--- config.mk ---
export PLATFORM = sky130hd
export DESIGN_NAME = rgba_alu_front
export DESIGN_NICKNAME = d
export VERILOG_FILES = /design/src/rgba_alu_pkg.sv /design/src/rgba_alu_front.sv
export SDC_FILE = /design/constraint.sdc
export NUM_CORES = 1
export LEC_CHECK = 0
export BUFFER_PORTS_ARGS = -buffer_cell sky130_fd_sc_hd__buf_2
export CAP_MARGIN = 20
export CORE_UTILIZATION = 40
export DETAILED_ROUTE_END_ITERATION = 6
export PLACE_DENSITY = 0.61
export SETUP_SLACK_MARGIN = 0.05
export SLEW_MARGIN = 20
export SYNTH_ARGS = -nofsm -noshare
export SYNTH_HDL_FRONTEND = slang
export SYNTH_SLANG_ARGS = --single-unit
--- constraint.sdc ---
create_clock -name clk -period 6.5 [get_ports clk]
set_clock_uncertainty 0.15 [all_clocks]
set_input_delay 1.95 -clock clk [delete_from_list [all_inputs] [get_ports clk]]
set_output_delay 1.95 -clock clk [all_outputs]
set_load 0.1 [all_outputs]
--- src/rgba_alu_pkg.sv ---
// Shared types and constants for the RGBA8 saturating colour ALU.
package rgba_alu_pkg;

  localparam int FRAC_BITS_DEF  = 16;
  localparam int FIFO_DEPTH_DEF = 4;
  localparam int IN_DATA_W      = 104;
  localparam int OUT_DATA_W     = 32;
  localparam logic [7:0] CHAN_MAX = 8'd255;

  typedef enum logic [3:0] {
    OP_ADD      = 4'd0,
    OP_SUB      = 4'd1,
    OP_MUL      = 4'd2,
    OP_DIV      = 4'd3,
    OP_ADDS     = 4'd4,
    OP_SUBS     = 4'd5,
    OP_INV      = 4'd6,
    OP_INV_RGB  = 4'd7,
    OP_LERP     = 4'd8,
    OP_LERP_RGB = 4'd9
  } op_t;

  typedef enum logic [1:0] {
    MODE_DIRECT = 2'd0,
    MODE_FIXED  = 2'd1,
    MODE_DIV    = 2'd2
  } mode_t;

  // Classified request handed from front to back.
  typedef struct packed {
    mode_t [3:0]      mode;
    logic [3:0][7:0]  dval;
    logic [3:0][7:0]  a;
    logic [3:0][8:0]  m;
    logic [3:0]       base;
    logic [32:0]      s33;
    logic             dz;
  } item_t;

  typedef struct packed {
    logic [3:0][7:0] color;
    logic            dz;
  } res_t;

endpackage

--- src/rgba_alu_front.sv ---
// Front end: accepts requests, decodes the opcode and classifies each channel.
module rgba_alu_front (
  input  logic                                clk,
  input  logic                                rst_n,
  input  logic                                in_valid,
  output logic                                in_ready,
  input  logic [rgba_alu_pkg::IN_DATA_W-1:0]  in_data,
  output logic                                out_valid,
  input  logic                                out_ready,
  output rgba_alu_pkg::item_t                 out_item
);

  logic                 fv_r;
  rgba_alu_pkg::item_t  fi_r;
  rgba_alu_pkg::item_t  fi_nxt;
  rgba_alu_pkg::op_t    op;
  logic [3:0][7:0]      a;
  logic [3:0][7:0]      b;
  logic [31:0]          s;
  logic [32:0]          s_ext;
  logic [8:0]           sum9;

  assign op    = rgba_alu_pkg::op_t'(in_data[3:0]);
  assign s     = in_data[99:68];
  assign s_ext = {s[31], s};

  always_comb begin
    for (int k = 0; k < 4; k++) begin
      a[k] = in_data[4 + 8*k +: 8];
      b[k] = in_data[36 + 8*k +: 8];
    end
  end

  always_comb begin
    fi_nxt     = '0;
    fi_nxt.a   = a;
    fi_nxt.s33 = s_ext;
    fi_nxt.dz  = (op == rgba_alu_pkg::OP_DIV) && (s == 32'd0);
    sum9       = '0;
    for (int k = 0; k < 4; k++) begin
      fi_nxt.mode[k] = rgba_alu_pkg::MODE_DIRECT;
      fi_nxt.dval[k] = a[k];
      case (op)
        rgba_alu_pkg::OP_ADD: begin
          sum9 = {1'b0, a[k]} + {1'b0, b[k]};
          fi_nxt.dval[k] = sum9[8] ? rgba_alu_pkg::CHAN_MAX : sum9[7:0];
        end
        rgba_alu_pkg::OP_SUB: begin
          fi_nxt.dval[k] = (a[k] >= b[k]) ? (a[k] - b[k]) : 8'd0;
        end
        rgba_alu_pkg::OP_MUL: begin
          fi_nxt.mode[k] = rgba_alu_pkg::MODE_FIXED;
          fi_nxt.m[k]    = {1'b0, a[k]};
        end
        rgba_alu_pkg::OP_DIV: begin
          if (!s[31] && (s != 32'd0)) begin
            fi_nxt.mode[k] = rgba_alu_pkg::MODE_DIV;
          end else begin
            fi_nxt.dval[k] = 8'd0;
          end
        end
        rgba_alu_pkg::OP_ADDS, rgba_alu_pkg::OP_SUBS: begin
          fi_nxt.mode[k] = rgba_alu_pkg::MODE_FIXED;
          fi_nxt.m[k]    = 9'd1;
          fi_nxt.base[k] = 1'b1;
        end
        rgba_alu_pkg::OP_INV: begin
          fi_nxt.dval[k] = rgba_alu_pkg::CHAN_MAX - a[k];
        end
        rgba_alu_pkg::OP_INV_RGB: begin
          if (k != 3) fi_nxt.dval[k] = rgba_alu_pkg::CHAN_MAX - a[k];
        end
        rgba_alu_pkg::OP_LERP, rgba_alu_pkg::OP_LERP_RGB: begin
          if (k != 3 || op == rgba_alu_pkg::OP_LERP) begin
            fi_nxt.mode[k] = rgba_alu_pkg::MODE_FIXED;
            fi_nxt.m[k]    = {1'b0, b[k]} - {1'b0, a[k]};
            fi_nxt.base[k] = 1'b1;
          end
        end
        default: begin
          fi_nxt.dval[k] = a[k];
        end
      endcase
    end
    if (op == rgba_alu_pkg::OP_SUBS) fi_nxt.s33 = -s_ext;
  end

  assign in_ready  = !fv_r || out_ready;
  assign out_valid = fv_r;
  assign out_item  = fi_r;

  always_ff @(posedge clk) begin
    if (!rst_n) begin
      fv_r <= 1'b0;
    end else if (in_ready) begin
      fv_r <= in_valid;
    end
  end

  always_ff @(posedge clk) begin
    if (in_ready && in_valid) begin
      fi_r <= fi_nxt;
    end
  end

endmodule

==> out/summary.txt <==
status: complete, no violations
Ant. Diodes: 0
RD Place Congestion: 0.8922
Setup crit end kind: flip-flop
gr usage total: 22.36%
vias in the first global route: 8,454
detailed router's first-iteration violation count: 549
H-Tree Depth: 4
largest net degree at the start of global routing: 72
Netlist cell types: 66
Port Buffer Count: 251
CP most frequent cell: or3_4
Pwr Density: 248.4 nW/um2
Syn Area/Cell: 9.690 um2
worst skew pair latency: 420 ps
M1 WL: 13.39 mm
post-synth top area cell: edfxtp_1
Critical Path Source Type: input port
Initial Util: 40.98%
hold depth: 2
via count: 8,764
fin nets: 1,513
reg2reg path depth: 3
CTS Buffer Depth: 2
final setup fails: 0
Num Clock Sinks: 140
max_slew headroom: 34.19%
Worst Hold Class: flip-flop to flip-flop
Async S/R FF share, synth: 0%
top post-synthesis cells by area: edfxtp_1 (40%), ha_1 (12%), xnor2_1 (4.7%)
antenna violations before repair: 0
final WL: 29.43 mm
global-route wire length before repair: 45.54 mm
hold path start: out_valid
min Tclk post-route: 5435 ps
Area Growth Syn to Fin: 20.19%
WS Path Type: input port to flip-flop
Synth top area share: 40.33%
Top FF cell, synth: edfxtp_1
Post-Route Setup TNS: 0 ps
std cell rows: 58
Num CTS Buffers: 17
Syn Nets: 1,286
Routed WL per cell: 17.96 um
unrepaired setup endpoints after global routing: false
Final Hold Viols: 0
post-place instance area: 11,890 um2
Post-CTS Setup Inserts: 0
Post-CTS Hold Buffers: 0
warnings from Yosys: 0
most frequent cells after synthesis: edfxtp_1 (139), inv_1 (102), ha_1 (98)
IO Pins: 256
Placeable Area: 25,250 um2
Remaining Overflow, GRT: 0
RR Startpoint: out_valid
r2r setup slk: 4290 ps
Met2 Routed Length: 13.95 mm
Tightest Pin Transition: 984.7 ps
Yosys reg bits: 140
CP Cell Sequence: buf_2 > or4_4 > or2_1 > or3_4 > or3_4 > nand3b_1 > ha_1 > inv_1 > a21oi_1 > or3_1 > buf_4 > a221oi_1 > nand4_1
post-DP HPWL: 21.76 mm
Remaining DRCs: 0
crit-path max cell delay: 550 ps
Die Width: 162.8 um
Cells after Synth: 1,068
CP required: 6500 ps
VDD IR max: 0.0001520 V
DR top layer: met4
Fmax: 184.0 MHz
DRT Pass-1 Iters: 5
WL met3: 1.550 mm
Post-synth EDFFs: 139
DRT antenna net count: 0
RR Endpoint: out_item[80]
sequential element share of the synthesized area: 40.53%
post-cts resize count: 0
Pleak: 5.429 nW
share of cells above drive strength 1: 23.70%
Chip Height: 162.8 um
WHS Endpoint: out_valid
Post-Syn Area: 10,350 um2
Arr. time, crit path: 5430 ps
die area: 26,520 um2
CTS tree: yes
Crit-path slowest cell: or4_4
count leader, synth: edfxtp_1
CTS root buf: clkbuf_16
Max Slew Vio Count: 0
crit-path max FO: 14
CP delay by family, top: simple AND/OR/NAND/NOR gates
crit path launch: in_data[77]
fin crit share: 83.61%
worst hold slack: 387.1 ps
Max-cap violations: 0
register clock-pin slew on the reported worst setup and hold paths: 70 ps
final instance area: 12,440 um2
Bufs and invs on worst path: 3
vias per std cell: 5.350
[cell type report]
class	instances	area, um2
Fill cell	2439	12820
Multi-Input combinational cell	772	5563
Sequential cell	140	4194
Timing Repair Buffer	258	1321
Clock buffer	17	425.4
Tap cell	330	412.9
Inverter	106	397.9
Clock inverter	15	123.9
[through the flow]
stage / std cells / power (mW) / utilization, % / setup WS [ps]
global placement: 1606 / 2.166 / 47.05 / 654.8
global route: 1638 / 3.225 / 49.25 / 881.7
floorplan: 1068 / 1.945 / - / 990.6
detailed placement: 1606 / 2.172 / 47.08 / 627.3
CTS: 1638 / 3.112 / 49.25 / 1056
finish: 1638 / 3.090 / 49.25 / 1065
[power breakdown]
group	switching (mW)	leakage, nW	internal, mW	total [mW]
combinational	0.815	3.80	0.249	1.06
sequential	0.0181	1.37	1.07	1.09
clock	0.410	0.261	0.525	0.935
[worst reg2reg max path: stages (launching register included)]
cell and delay (ps):
dfxtp_1 310, nand2b_1 100, and2_4 780, buf_12 450
[worst max-delay path by stage]
stage,cells past startpoint,end,slack [ps]
floorplan,12,out_item[124],990
global placement,12,out_item[126],650
detailed placement,13,out_item[121],630
CTS,13,out_item[121],1060
global route,13,out_item[119],880
finish,13,out_item[121],1070
[kinds of logic (layout without fill, tap and decap cells)]
logic type | count (synthesis) | in the layout | share of synthesized area [%]
AOI/OAI and AO/OA | 296 | 296 | 18.74
xor gates and xnor gates | 78 | 78 | 6.601
adders and majority gates | 110 | 110 | 14.17
buffers and inverters | 156 | 396 | 5.985
DFF | 140 | 140 | 40.53
muxes | 8 | 8 | 0.7859
and+or+nand+nor | 280 | 280 | 13.19
[metal layers]
layer	track usage [%]	up-vias
met5	0	-
met4	6.754	0
met3	3.387	39
met2	37.85	290
met1	29.30	4136
li1	-	4299
[state kept, by name, indices dropped and copies added (netlist names)]
name,flops
out_item,139
out_valid,1
[cell usage in the layout, fill, tap and decap left out, drive strengths merged, types with 7 or more instances in the layout]
master  count
buf       258
edfxtp    139
inv       104
ha         98
o21ai      80
nor2       79
a21oi      75
nand2      67
xnor2      56
nor3       30
xor2       22
nor2b      18
nand2b     18
clkbuf     17
or3        15
nand3      14
a221oi     14
a21o       14
o211ai     12
fa         12
o31ai      11
clkinv     11
o21bai     10
a31oi       7
mux2i       7
or2         7
Note: power is estimated with default switching activity, not from simulation.
