$ cat src/rgba_alu_pkg.sv
// Shared types and constants for the RGBA8 saturating colour ALU.
package rgba_alu_pkg;

  localparam int FRAC_BITS_DEF  = 16;
  localparam int FIFO_DEPTH_DEF = 4;
  localparam int IN_DATA_W      = 104;
  localparam int OUT_DATA_W     = 32;
  localparam logic [7:0] CHAN_MAX = 8'd255;

  typedef enum logic [3:0] {
    OP_ADD      = 4'd0,
    OP_SUB      = 4'd1,
    OP_MUL      = 4'd2,
    OP_DIV      = 4'd3,
    OP_ADDS     = 4'd4,
    OP_SUBS     = 4'd5,
    OP_INV      = 4'd6,
    OP_INV_RGB  = 4'd7,
    OP_LERP     = 4'd8,
    OP_LERP_RGB = 4'd9
  } op_t;

  typedef enum logic [1:0] {
    MODE_DIRECT = 2'd0,
    MODE_FIXED  = 2'd1,
    MODE_DIV    = 2'd2
  } mode_t;

  // Classified request handed from front to back.
  typedef struct packed {
    mode_t [3:0]      mode;
    logic [3:0][7:0]  dval;
    logic [3:0][7:0]  a;
    logic [3:0][8:0]  m;
    logic [3:0]       base;
    logic [32:0]      s33;
    logic             dz;
  } item_t;

  typedef struct packed {
    logic [3:0][7:0] color;
    logic            dz;
  } res_t;

endpackage

$ cat src/rgba_alu_fifo.sv
// Short request queue between the front end and the back end.
module rgba_alu_fifo #(
  parameter int DEPTH = rgba_alu_pkg::FIFO_DEPTH_DEF
) (
  input  logic                 clk,
  input  logic                 rst_n,
  input  logic                 wr_valid,
  output logic                 wr_ready,
  input  rgba_alu_pkg::item_t  wr_item,
  output logic                 rd_valid,
  input  logic                 rd_ready,
  output rgba_alu_pkg::item_t  rd_item
);

  localparam int AW = (DEPTH > 1) ? $clog2(DEPTH) : 1;
  localparam int CW = $clog2(DEPTH + 1);

  rgba_alu_pkg::item_t mem_r [DEPTH];
  logic [AW-1:0] wp_r, rp_r;
  logic [CW-1:0] cnt_r;
  logic          push, pop;

  assign wr_ready = (cnt_r != CW'(DEPTH));
  assign rd_valid = (cnt_r != '0);
  assign rd_item  = mem_r[rp_r];
  assign push     = wr_valid && wr_ready;
  assign pop      = rd_valid && rd_ready;

  always_ff @(posedge clk) begin
    if (!rst_n) begin
      wp_r  <= '0;
      rp_r  <= '0;
      cnt_r <= '0;
    end else begin
      if (push) wp_r <= (wp_r == AW'(DEPTH - 1)) ? '0 : wp_r + 1'b1;
      if (pop)  rp_r <= (rp_r == AW'(DEPTH - 1)) ? '0 : rp_r + 1'b1;
      if (push && !pop)      cnt_r <= cnt_r + 1'b1;
      else if (pop && !push) cnt_r <= cnt_r - 1'b1;
    end
  end

  always_ff @(posedge clk) begin
    if (push) mem_r[wp_r] <= wr_item;
  end

endmodule

$ cat config.mk
export PLATFORM = sky130hd
export DESIGN_NAME = rgba_alu_fifo
export DESIGN_NICKNAME = d
export VERILOG_FILES = /design/src/rgba_alu_pkg.sv /design/src/rgba_alu_fifo.sv
export SDC_FILE = /design/constraint.sdc
export NUM_CORES = 1
export LEC_CHECK = 0
export ABC_AREA = 1
export BUFFER_PORTS_ARGS = -buffer_cell sky130_fd_sc_hd__buf_4
export CAP_MARGIN = 40
export CORE_AREA = 3 3 201 203
export DETAILED_ROUTE_END_ITERATION = 10
export DIE_AREA = 0 0 204 206
export GPL_TIMING_DRIVEN = 0
export PLACE_DENSITY = 0.78
export SYNTH_ARGS = -nofsm -noshare
export SYNTH_HDL_FRONTEND = slang
export SYNTH_SLANG_ARGS = --single-unit
$ cat constraint.sdc
create_clock -name clk -period 10.8 [get_ports clk]
set_input_delay 1.08 -clock clk [delete_from_list [all_inputs] [get_ports clk]]
set_output_delay 1.08 -clock clk [all_outputs]
set_load 0.03 [all_outputs]
==> impl_summary.md, run 1 <==
Outcome
The run finished with clean final reports.

Worst setup path
Measured in cells, the most critical reg-to-reg path has a length of 7. The critical path's largest stage delay is 0.44 ns. The sort of element at the end of the critical path is a primary output.

The category of the worst setup path launch point is a flip-flop. The most numerous cell on the critical path is sky130_fd_sc_hd__buf_4. The arrival time of the worst setup path is 2.49 ns. In this run the number of cells on the critical path is 5. The kind of cell with the highest combined delay along the critical path is buffers and inverters. Data on the critical path is required at its endpoint by 9.72 ns. The critical path is of the flip-flop to primary output type. The peak fanout along the critical path is 10. The cell with the biggest individual delay on the critical path is sky130_fd_sc_hd__dfxtp_1. Walking the worst path, the cells encountered are buf_4 -> clkbuf_1 -> o21ai_0 -> o22ai_1 -> buf_4. Counting both buffers and inverters, the worst setup path holds a total of 3.

Placed design
Routability-driven placement finished with a final weighted congestion of 0.763. Buffers placed on the I/O ports in this run total 297. The worst slack at placement is 7.59 ns. The sum of net half-perimeters after detailed placement is 35400 µm.

Pwr
The share of total power dissipated in sequential elements is 0.389. Internal power comes to 0.00471 W. Of the total power, combinational logic draws 0.353.

The power per cell area is 269 mW/mm². The post-layout total power is 0.00735 W. The leakage power summed over all cells is 9.57 nW. Of the total power, the share spent switching nets is 0.359. The net switching component of the power is 0.00263 W.

IR analysis of the VDD net gives a maximum drop of 0.221 mV. The fraction of power consumed by the clock network is 0.258.

Clocking
The sink count of the clock tree is 593. Clock latency on the worst-skew pair, taken at its later pin, is 0.60 ns. In this run the clock root is driven by a sky130_fd_sc_hd__clkbuf_16. The buffer count from post-CTS setup fixing is 0.

The number of clock buffers inserted by TritonCTS is 56. The H-tree was split into 2 levels. The number of buffers inserted by hold repair at cts is 0. The count of instances resized after the clock tree is built is 0. The longest clock path from root to sink contains 3 buffers. TritonCTS built the clock tree. After clock tree synthesis, the clock-pin slew on the worst setup and hold paths is 0.06 ns.

Yosys
The synthesized-area fraction occupied by and/or/nand/nor cells is 0.0562. Among all cell types in the netlist, the one instantiated most often is sky130_fd_sc_hd__edfxtp_1. The complex-gate fraction of the synthesized area is 0.109. The total of warnings raised by yosys is 0.

The fraction of the yosys area taken by sequential cells is 0.807. Of the post-synthesis cell area, the dominant cell type holds 0.799. After synthesis, the largest family of logic cells by area is compound AO/OA/AOI/OAI gates. The async set-or-reset flop fraction in the synthesized netlist is 0. Of the post-synthesis cell area, the part taken by muxes is 0. The synthesized netlist cell count is 1482. The cell type with the highest aggregate area in the netlist is sky130_fd_sc_hd__edfxtp_1.

Of the total synthesized cell area, the portion taken by XOR and XNOR cells is 0. The synthesized design contains 584 enable-type register cells. Ranked by total cell area, the synthesized netlist is headed by sky130_fd_sc_hd__edfxtp_1, sky130_fd_sc_hd__nor2_1, sky130_fd_sc_hd__o22ai_1. Of the total synthesized cell area, the portion taken by full adders, half adders and majority gates is 0.00433. By count the netlist is led by sky130_fd_sc_hd__edfxtp_1, sky130_fd_sc_hd__nor2_1, sky130_fd_sc_hd__o21ai_0, sky130_fd_sc_hd__o22ai_1, sky130_fd_sc_hd__o21ai_1.

The number of nets in the synthesized netlist is 1639. In this run, distinct cell masters in the synthesized netlist total 19. In this run, synthesis produced a sequential element count of 593. The total standard cell area after synthesis is 0.0219 mm².

In the synthesized netlist the dominant register cell turns out to be sky130_fd_sc_hd__edfxtp_1. A synthesized cell averages 14.8 µm².

Drt
The final antenna-violating net count is 0. In the routed layout, each cell is associated on average with a via count of 5.78. The count of TritonRoute iterations in the first routing pass is 6. The vias after detailed routing is 14000. The number of violations reported at the end of detailed-routing iteration 0 is 1240.

The wire length reported by the detailed router is 53900 µm. For this run, design rule violations remaining after detail routing come to 0. The post-detailed-route wirelength per cell is 22.2 µm.

Timing
Measured against its own limit, the worst slew margin works out to 0.469. The post-route setup TNS is 0 ns. For the pin with the worst max-slew slack, the measured transition is 0.795 ns. The number of hold violations in the final report is 0. Subtracting the final worst setup slack from the clock period gives 3.57 ns. The worst path meets setup with 7.23 ns of slack. The maximum clock frequency is 280 MHz. The final-report max-slew violation count is 0. The worst hold slack is 0.546 ns. The setup-violating endpoint count in the final report is 0. In the finished design, the share of the clock period the worst path needs comes to 0.331. Between clock sinks in the finished design, the worst skew comes to 0.0204 ns. Setup repair after global routing left no endpoint under its margin.

GRT
Summed over all layers, the global routing overflow is 0. Entering global routing, the biggest net connects 27 pins. The number of antenna violations at the first check in global routing is 1.

The via count of the first global-routing pass was 13900. The overall fraction of global-route tracks in use is 0.251. The global-route wire length before repair is 79900 µm.

Die
The floorplan step set the die width to 204 µm. The number of I/O pins is 298. The height of the die is 206 µm. The initial utilization of the core area, before any placement, comes to 0.568. After floorplanning, the core was divided into 72 placement rows. The full die area is 0.0420 mm². The floorplan step defined a core boundary enclosing 0.0386 mm².

Final layout
The number of nets at the end of the flow is 2020. The post-layout utilization of the core is 0.705. The proportion of layout cells with a drive suffix above 1 is 0.240. Relative to the synthesized area, the layout overhead comes to 24.2%.

Hold path
The worst hold path depth is 2. The path type of the worst min-delay path is flip-flop to flip-flop.

Run
The total of max-cap violations is 0.
-- stage by stage --
step                cells  cell area (µm²)
floorplan            1482            21900
global placement     2297            24800
detailed placement   2323            25500
CTS                  2426            27300
global route         2427            27300
finish               2427            27300
-- cell families (layout without fill, tap and decap cells) --
| family | count (synthesis) | after routing |
|---|---|---|
| flip-flops | 593 | 593 |
| AO/OA/AOI/OAI | 443 | 443 |
| AND/OR/NAND/NOR | 326 | 326 |
| buffers and inverters | 113 | 539 |
| adder cells (fa/ha/maj) | 7 | 7 |
| other | 0 | 1 |
-- metal layers --
metal / GRT usage / vias up / routed length, µm
met5: 0 / - / 0
met2: 0.421 / 652 / 26900
met1: 0.325 / 6884 / 20100
met4: 0.0715 / 0 / 1510
met3: 0.0720 / 116 / 5320
li1: - / 6385 / -
-- power by group through the flow --
stage	clock, W	sequential [W]	combinational [W]
after floorplan	0	0.00295	0.00149
after global placement	0	0.00301	0.00245
after detailed placement	0	0.00290	0.00259
after CTS	0.00192	0.00286	0.00260
after global routing	0.00202	0.00287	0.00275
final	0.00190	0.00286	0.00259
-- worst min-delay path: stages, from the launching register on --
cell and delay, ns:
sky130_fd_sc_hd__dfxtp_1 0.35, sky130_fd_sc_hd__inv_1 0.08, sky130_fd_sc_hd__a21oi_1 0.07
-- registers in the layout, summed over array words and instances, names as in the netlist, named ones only --
register and cells:
mem_r 584, rp_r 2, wp_r 2, cnt_r 3
-- placed cells by master, fill, tap and decap left out, drive strengths merged, types with 2 or more instances in the layout --
cell type    n
clkinvlp     4
o21ai      294
bufinv       4
o22ai      146
buf        370
edfxtp     584
inv         19
a21oi        3
clkinv      22
nor2       307
clkbuf     120
dfxtp        9
nand2       15
ha           6
nand3        2
-- worst paths after layout --
path             start      endpoint  slack, ns
max          flip-flop   rd_item[47]       7.23
min           cnt_r[0]      cnt_r[0]       0.55
max reg2reg   cnt_r[0]  mem_r[2][61]       8.09
min reg2reg   cnt_r[0]      cnt_r[0]       0.55
-- layout make-up --
| type | instances | area (µm²) |
|---|---|---|
| buffer | 96 | 440 |
| clock inverter | 32 | 264 |
| inverter | 17 | 63.8 |
| clock buffer | 71 | 1530 |
| antenna | 1 | 2.50 |
| sequential | 593 | 17700 |
| fill | 2402 | 11400 |
| timing repair buffer | 323 | 2830 |
| tap | 518 | 648 |
| multi-input combinational | 776 | 3760 |
No activity file was read; power rests on OpenSTA's default activity.
==> run 2, diff against run 1 <==
ABC_AREA = 0   (was 1)
CORE_AREA = 3 3 199 201   (was 3 3 201 203)
DIE_AREA = 0 0 202 204   (was 0 0 204 206)
clock period = 3.7 ns   (was 10.8 ns; I/O delays follow)
==> run 2 against run 1 <==
  * Sequential share of layout area fell by 1.8 points
  * Clock power rose to 3.1 times the previous value
  * Cell count fell by 22%
  * Sequential cell count did not move
  * Register-to-register slack got worse by 6.8 ns
  * Combinational power rose by 110%
  * Critical path type unchanged
==> impl_summary.md, run 2 <==
Placed design
The sum of net half-perimeters after detailed placement is 25800 µm (was 35400 µm). The final weighted congestion of routability-driven global placement is 0.700 (was 0.763). The number of port buffers was 297 (unchanged).

The post-place instance area is 0.0247 mm² (was 0.0255 mm²). The number of placed cells counting well taps is 1633 (was 2323).

Yosys
The fraction of synthesized cell area taken by the top area cell type is 0.815 (was 0.799). The number of flops mapped to enable cells by yosys was 584 (unchanged). The synthesized netlist cell count is 813 (was 1482). The total of warnings raised by yosys is 0 (unchanged).

The async set-or-reset flop fraction in the synthesized netlist is 0 (unchanged). The number of nets in the synthesized netlist is 970 (was 1639). The count of distinct cell types in the synthesized netlist was 27 (was 19). The mean cell area of the mapped netlist is 26.5 µm² (was 14.8 µm²). The flop and latch count out of synthesis came to 593 (unchanged). Largest cells by area after synthesis: sky130_fd_sc_hd__edfxtp_1, sky130_fd_sc_hd__mux4_2, sky130_fd_sc_hd__dfxtp_1 (was sky130_fd_sc_hd__edfxtp_1, sky130_fd_sc_hd__nor2_1, sky130_fd_sc_hd__o22ai_1). The total standard cell area after synthesis is 0.0215 mm² (was 0.0219 mm²). The cell type with the highest aggregate area in the netlist is sky130_fd_sc_hd__edfxtp_1 (unchanged). The flip-flop cell with the highest count after synthesis was sky130_fd_sc_hd__edfxtp_1 (unchanged). The most repeated cell in the gate-level netlist after synthesis was sky130_fd_sc_hd__edfxtp_1 (unchanged). The fraction of the yosys area taken by sequential cells is 0.824 (was 0.807). Most common library cells after synthesis: sky130_fd_sc_hd__edfxtp_1, sky130_fd_sc_hd__mux4_2, sky130_fd_sc_hd__buf_4, sky130_fd_sc_hd__buf_2, sky130_fd_sc_hd__dfxtp_1 (was sky130_fd_sc_hd__edfxtp_1, sky130_fd_sc_hd__nor2_1, sky130_fd_sc_hd__o21ai_0, sky130_fd_sc_hd__o22ai_1, sky130_fd_sc_hd__o21ai_1).

Clocking
The number of clock buffers inserted by TritonCTS is 57 (was 56). The H-tree depth is 2 (unchanged). The clock-pin transition on the worst setup and hold timing paths was 0.06 ns (about the same). The clock latency at the later pin of the worst-skew pair was 0.58 ns (was 0.60 ns). The maximum root-to-sink buffer count is 3 (unchanged). The sink count of the clock tree came to 593 (unchanged).

The root cell of the clock tree was sky130_fd_sc_hd__clkbuf_16 (unchanged). The buffer count from post-CTS setup fixing is 0 (unchanged). The TritonCTS clock tree is built (unchanged).

Worst setup path
The category of the worst setup path launch point is a flip-flop (unchanged). The kind of critical path was flip-flop to primary output (unchanged). The arrival time of the worst setup path is 2.46 ns (was 2.49 ns). The critical path's largest stage delay is 0.55 ns (was 0.44 ns). The total buffers and inverters traversed by the critical path is 3 (unchanged). The logic depth of the worst path, buffers included is 4 (was 5). The kind of cell with the highest combined delay on the critical path is buffers and inverters (unchanged). The required time of the worst setup path was 3.33 ns (was 9.72 ns).

Cell-by-cell listing of the critical path: buf_2 -> clkbuf_1 -> mux4_2 -> buf_4 (was buf_4 -> clkbuf_1 -> o21ai_0 -> o22ai_1 -> buf_4). The cell with the biggest individual delay on the critical path is sky130_fd_sc_hd__clkbuf_1 (was sky130_fd_sc_hd__dfxtp_1). The startpoint of the most critical register-to-register path is cnt_r[0] (unchanged). The peak fanout along the critical path was 10 (unchanged). The number of cells on the worst reg-to-reg path is 7 (unchanged). The sort of element at the end of the critical path is a primary output (unchanged).

GRT
The via count of the first global-routing pass is 11400 (was 13900). The global-route wire length before repair was 69500 µm (was 79900 µm). The total overflow reported by the global router was 0 (unchanged).

The overall fraction of global-route tracks in use is 0.224 (was 0.251). The number of antenna violations at the first check in global routing is 6 (was 1). The largest net degree at the start of global routing is 53 (was 27).

Pwr
The relative contribution of sequential cells to total power is 0.423 (was 0.389). The leakage power summed over all cells came to 9.58 nW (was 9.57 nW). The maximum ir drop on the vdd rail is 0.468 mV (was 0.221 mV).

The post-layout total power is 0.0196 W (was 0.00735 W). The relative contribution of combinational cells to total power is 0.277 (was 0.353). The internal cell power was 0.0139 W (was 0.00471 W). The net switching component of the power is 0.00569 W (was 0.00263 W).

The switching power share of the total is 0.290 (was 0.359). The power per cell area came to 700 mW/mm² (was 269 mW/mm²). The fraction of power consumed by the clock network is 0.300 (was 0.258).

Drt
The wire length reported by the detailed router is 45200 µm (was 53900 µm). The post-detailed-route wirelength per cell was 23.9 µm (was 22.2 µm). The DRC violation count after routing is 0 (unchanged). The count of TritonRoute iterations in the first routing pass is 5 (was 6). The final antenna-violating net count is 0 (unchanged).

The vias after detailed routing is 10400 (was 14000). The vias per cell is 5.54 (was 5.78). The number of violations reported at the end of detailed-routing iteration 0 is 733 (was 1240).

Outcome
Run status: finished, final reports clean (unchanged).

Hold path
The launch instance of the worst min-delay path is rst_n (was cnt_r[0]). The worst hold path depth was 3 (was 2). The path type of the worst min-delay path is primary input to flip-flop (was flip-flop to flip-flop).

Timing
The post-route setup TNS is 0 ns (unchanged). The number of hold violations in the final report is 0 (unchanged). The setup-violating endpoint count in the final report was 0 (unchanged). The tightest slew margin relative to the limit is 0.459 (was 0.469). The final critical-path required period is 2.83 ns.

Of the available clock period, the critical path in the final layout requires 0.764. The maximum clock frequency is 354 MHz. Unrepaired setup endpoints after global routing: false (unchanged). The final-report max-slew violation count is 0 (unchanged). The actual slew at the worst max-slew pin was 0.811 ns (was 0.795 ns). The largest clock skew in the final design is 0.0163 ns (was 0.0204 ns). The worst hold slack is 0.0544 ns (was 0.546 ns).

Die
The die outline width is 202 µm (was 204 µm). The full die area is 0.0412 mm² (was 0.0420 mm²). The height of the die is 204 µm (was 206 µm). The number of placement rows was 71 (was 72). The number of I/O pins is 298 (unchanged).

The starting density of the core is 0.570 (was 0.568). The core area is 0.0378 mm² (was 0.0386 mm²).

Final layout
The post-route cell area is 0.0280 mm² (was 0.0273 mm²). The filler cell count in the final layout is 1999 (was 2402). The number of nets at the end of the flow is 1484 (was 2020).

The flip-flop count of the largest register, all copies and words added is 584 (unchanged). The post-synthesis to final-layout area growth is 30.4% (was 24.2%). The most frequent standard cell in the layout excluding fill and tap cells is sky130_fd_sc_hd__edfxtp_1 (unchanged).

Commonest cells after routing, fill and taps aside: sky130_fd_sc_hd__edfxtp_1, sky130_fd_sc_hd__buf_4, sky130_fd_sc_hd__mux4_2, sky130_fd_sc_hd__dlygate4sd3_1, sky130_fd_sc_hd__clkbuf_16 (was sky130_fd_sc_hd__edfxtp_1, sky130_fd_sc_hd__nor2_1, sky130_fd_sc_hd__buf_4). The number of non-filler instances in the completed layout came to 1887 (was 2427). The register ranked first by flip-flop count is mem_r (unchanged).

Top Registers: mem_r x584, cnt_r x3 (unchanged). The proportion of layout cells with a drive suffix above 1 is 0.418 (was 0.240).

Run
The total of max-cap violations is 0 (unchanged).
-- run 2: through the flow --
stage	utilization	worst slack, ns
after floorplan	-	0.746
after global placement	0.646	-0.641
after detailed placement	0.654	1.31
after CTS	0.743	0.815
after global routing	0.743	0.700
final	0.743	0.875
-- run 2: cell type report --
type                       count  area, µm²  share of cell area
inverter                       3       11.3            0.000401
sequential                   593      17700               0.632
buffer                        34        205             0.00732
clock inverter                37        438              0.0156
tap                          511        639              0.0228
timing repair buffer         455       3980               0.142
antenna                        4       10.0            0.000357
multi-input combinational    183       3590               0.128
clock buffer                  67       1460              0.0522
-- run 2: worst min-delay path: cells and delay by family --
| family | cells | cell delay, ns |
|---|---|---|
| buffers and inverters | 1 | 0.12 |
| AOI/OAI and AO/OA | 1 | 0.05 |
| and+or+nand+nor | 1 | 0.06 |
-- run 2: final timing paths --
kind	slack, ns	endpoint
setup / recovery	0.87	rd_item[20]
hold / removal	0.05	wp_r[0]
setup reg to reg	1.30	cnt_r[2]
hold reg to reg	0.52	wp_r[0]
-- run 2: what timing repair did --
item | CTS | global route
gates resized for setup | 0 | 0
hold endpoints to repair | 584 | 0
hold buffers | 146 | 0
-- run 2: logic make-up after synthesis --
group,synth area share
DFF,0.824
muxes,0.154
AOI/OAI and AO/OA,0.00163
xor gates and xnor gates,0.000815
buffers and inverters,0.0101
and+or+nand+nor,0.00547
adders and majority gates,0.00442
-- run 2: power groups by stage --
stage / Clock (W) / Sequential [W] / Combinational [W]
after floorplan: 0 / 0.00842 / 0.00341
after global placement: 0 / 0.00848 / 0.00520
after detailed placement: 0 / 0.00843 / 0.00534
after CTS: 0.00598 / 0.00830 / 0.00551
after global routing: 0.00628 / 0.00835 / 0.00574
final: 0.00589 / 0.00830 / 0.00544
-- run 2: metal layers --
layer	share of wire	GRT usage	wire, µm
met4	0.029	0.0755	1310
met2	0.51	0.367	23100
met1	0.38	0.300	17200
met5	0.00060	0	27
met3	0.077	0.0580	3490
==> run 3, diff against run 2 <==
ABC_AREA = 1   (was 0)
CORE_AREA = 3 3 201 203   (was 3 3 199 201)
DIE_AREA = 0 0 204 206   (was 0 0 202 204)
clock period = 2.85 ns   (was 3.7 ns; I/O delays follow)
==> run 3 against run 2 <==
  * Register-to-register slack got worse by 0.85 ns
  * Non-clock buffer count increased by 76
  * Global-route usage increased by 4.2 points
  * Critical path type unchanged
  * Count of clock-buffer cells in the layout decreased by 1
  * Clock power increased by 34%
  * Die area increased by 2.0%
==> impl_summary.md, run 3 (synthesis results as in run 1) <==
Outcome
Run status: finished, final reports clean (unchanged).

Hold path
The worst-case hold path end point is wp_r[0] (unchanged). The worst hold path depth is 4 (was 3). The launch instance of the worst min-delay path was wr_valid (was rst_n).

The path type of the worst min-delay path is primary input to flip-flop (unchanged).

Final layout
The filler cell count in the final layout is 2121 (was 1999). The post-layout utilization of the core was 0.747 (was 0.743). Top Registers: mem_r x584, cnt_r x3 (unchanged). The register ranked first by flip-flop count is mem_r (unchanged). The flip-flop count of the largest register, all copies and words added was 584 (unchanged). The number of nets at the end of the flow came to 2165 (was 1484).

The post-synthesis to final-layout area growth is 31.5% (was 30.4%). Commonest cells after routing, fill and taps aside: sky130_fd_sc_hd__edfxtp_1, sky130_fd_sc_hd__buf_4, sky130_fd_sc_hd__nor2_1 (was sky130_fd_sc_hd__edfxtp_1, sky130_fd_sc_hd__buf_4, sky130_fd_sc_hd__mux4_2, sky130_fd_sc_hd__dlygate4sd3_1, sky130_fd_sc_hd__clkbuf_16). The number of non-filler instances in the completed layout is 2576 (was 1887). The proportion of layout cells with a drive suffix above 1 came to 0.226 (was 0.418). The most frequent standard cell in the layout excluding fill and tap cells was sky130_fd_sc_hd__edfxtp_1 (unchanged).

Die
The starting density of the core is 0.568 (was 0.570). The height of the die is 206 µm (was 204 µm). The full die area is 0.0420 mm² (was 0.0412 mm²). The core area is 0.0386 mm² (was 0.0378 mm²). The number of placement rows came to 72 (was 71). The number of I/O pins is 298 (unchanged). The die outline width is 204 µm (was 202 µm).

Timing
The worst hold slack is 0.0577 ns (was 0.0544 ns). The setup-violating endpoint count in the final report is 0 (unchanged). The actual slew at the worst max-slew pin is 0.709 ns (was 0.811 ns). The largest clock skew in the final design is 0.0247 ns (was 0.0163 ns).

The final-report max-slew violation count came to 0 (unchanged). The routed design could run at a clock period as short as 2.70 ns. The tightest slew margin relative to the limit is 0.526 (was 0.459).

The number of hold violations in the final report is 0 (unchanged). The worst setup margin is 0.146 ns (was 0.875 ns). The post-route setup TNS is 0 ns (unchanged). For this run, the top clock speed supported by timing is 370 MHz. Dividing the final minimum period by the clock period gives 0.949. Unrepaired setup endpoints after global routing: false (unchanged).

Worst setup path
The startpoint of the most critical register-to-register path is cnt_r[1] (was cnt_r[0]). The setup slack of the most critical reg-to-reg path is 0.45 ns (was 1.30 ns). The sort of element at the end of the critical path is a primary output (unchanged).

The arrival time of the worst setup path is 2.42 ns (was 2.46 ns). The end of the worst register-to-register path is mem_r[1][66] (was cnt_r[2]). The required time of the worst setup path is 2.57 ns (was 3.33 ns).

The category of the worst setup path launch point is a flip-flop (unchanged). The kind of critical path is flip-flop to primary output (unchanged). The peak fanout along the critical path is 10 (unchanged). The number of cells on the worst reg-to-reg path is 8 (was 7).

Drt
The count of TritonRoute iterations in the first routing pass is 5 (unchanged). The vias after detailed routing is 14900 (was 10400). The final antenna-violating net count is 0 (unchanged). The wire length reported by the detailed router is 57600 µm (was 45200 µm). The post-detailed-route wirelength per cell is 22.4 µm (was 23.9 µm). The DRC violation count after routing is 0 (unchanged). The number of violations reported at the end of detailed-routing iteration 0 is 1387 (was 733).

The vias per cell was 5.80 (was 5.54).

Clocking
The number of clock buffers inserted by TritonCTS is 55 (was 57). The buffer count from post-CTS setup fixing is 0 (unchanged). The sink count of the clock tree is 593 (unchanged). The clock latency at the later pin of the worst-skew pair is 0.61 ns (was 0.58 ns). The H-tree depth is 2 (unchanged). The clock-pin transition on the worst setup and hold timing paths is 0.06 ns (about the same).

The TritonCTS clock tree is built (unchanged). The root cell of the clock tree is sky130_fd_sc_hd__clkbuf_16 (unchanged). The maximum root-to-sink buffer count is 3 (unchanged).

Placed design
The number of placed cells counting well taps is 2322 (was 1633). The final weighted congestion of routability-driven global placement came to 0.775 (was 0.700). The sum of net half-perimeters after detailed placement is 34700 µm (was 25800 µm). The number of port buffers came to 297 (unchanged).

The worst slack at placement was 0.443 ns (was 1.31 ns).

GRT
The via count of the first global-routing pass is 15100 (was 11400). The total overflow reported by the global router is 0 (unchanged). The global-route wire length before repair is 85200 µm (was 69500 µm). The number of antenna violations at the first check in global routing is 3 (was 6). The largest net degree at the start of global routing is 28 (was 53). The overall fraction of global-route tracks in use is 0.266 (was 0.224).

Pwr
The power per cell area is 999 mW/mm² (was 700 mW/mm²). The leakage power summed over all cells is 10.3 nW (was 9.58 nW). The maximum ir drop on the vdd rail was 0.847 mV (was 0.468 mV).

Run
The total of max-cap violations was 0 (unchanged).
==> run 3: how the worst max path moves through the flow <==
stage	from	endpoint	slack [ns]	cells after the start
CTS	flip-flop	rd_item[12]	0.03	5
global placement	cnt_r[1]	mem_r[3][62]	-1.96	4
global route	flip-flop	rd_item[86]	0.006	5
floorplan	cnt_r[1]	mem_r[0][0]	-0.40	4
finish	flip-flop	rd_item[85]	0.15	5
detailed placement	cnt_r[1]	mem_r[1][61]	0.44	8
==> run 3: final cells by class <==
type,count,area (µm²),area share
inverter,17,63.8,0.00221
antenna,5,12.5,0.000433
tap,518,648,0.0225
sequential,593,17700,0.614
clock inverter,36,514,0.0178
timing repair buffer,469,4260,0.148
multi-input combinational,776,3780,0.131
clock buffer,66,1420,0.0491
buffer,96,443,0.0153
==> run 3: report_power, final <==
group | switching, W | internal, W | total (W)
combinational | 0.00689 | 0.00322 | 0.0101
sequential | 0.000238 | 0.0106 | 0.0108
clock | 0.00314 | 0.00473 | 0.00787
==> run 3: through the flow <==
| step | instance area (µm²) | power, W |
|---|---|---|
| after floorplan | 22000 | 0.0167 |
| after global placement | 24900 | 0.0204 |
| after detailed placement | 25400 | 0.0208 |
| after CTS | 28800 | 0.0287 |
| after global routing | 28900 | 0.0298 |
| final | 28900 | 0.0288 |
==> run 3: repair_timing <==
item / in CTS / in global routing
setup endpoints to repair: 0 / 3
hold endpoints to repair: 589 / 0
resized for setup: 0 / 4
hold buffers: 147 / 0
==> run 3: worst max-delay path: stages, from the launching register on <==
cell and delay, ns:
sky130_fd_sc_hd__dfxtp_1 0.41, sky130_fd_sc_hd__buf_4 0.31, sky130_fd_sc_hd__clkbuf_1 0.43, sky130_fd_sc_hd__o21ai_0 0.22, sky130_fd_sc_hd__o22ai_1 0.24, sky130_fd_sc_hd__buf_4 0.21
==> run 3: layer usage <==
layer / part of all wire / global-route usage / up-vias / routed length (µm)
met4: 0.031 / 0.0995 / 2 / 1790
met3: 0.10 / 0.0671 / 119 / 5910
met2: 0.50 / 0.448 / 845 / 28500
met1: 0.37 / 0.337 / 7300 / 21400
li1: - / - / 6668 / -
met5: 0.00012 / 0 / - / 7
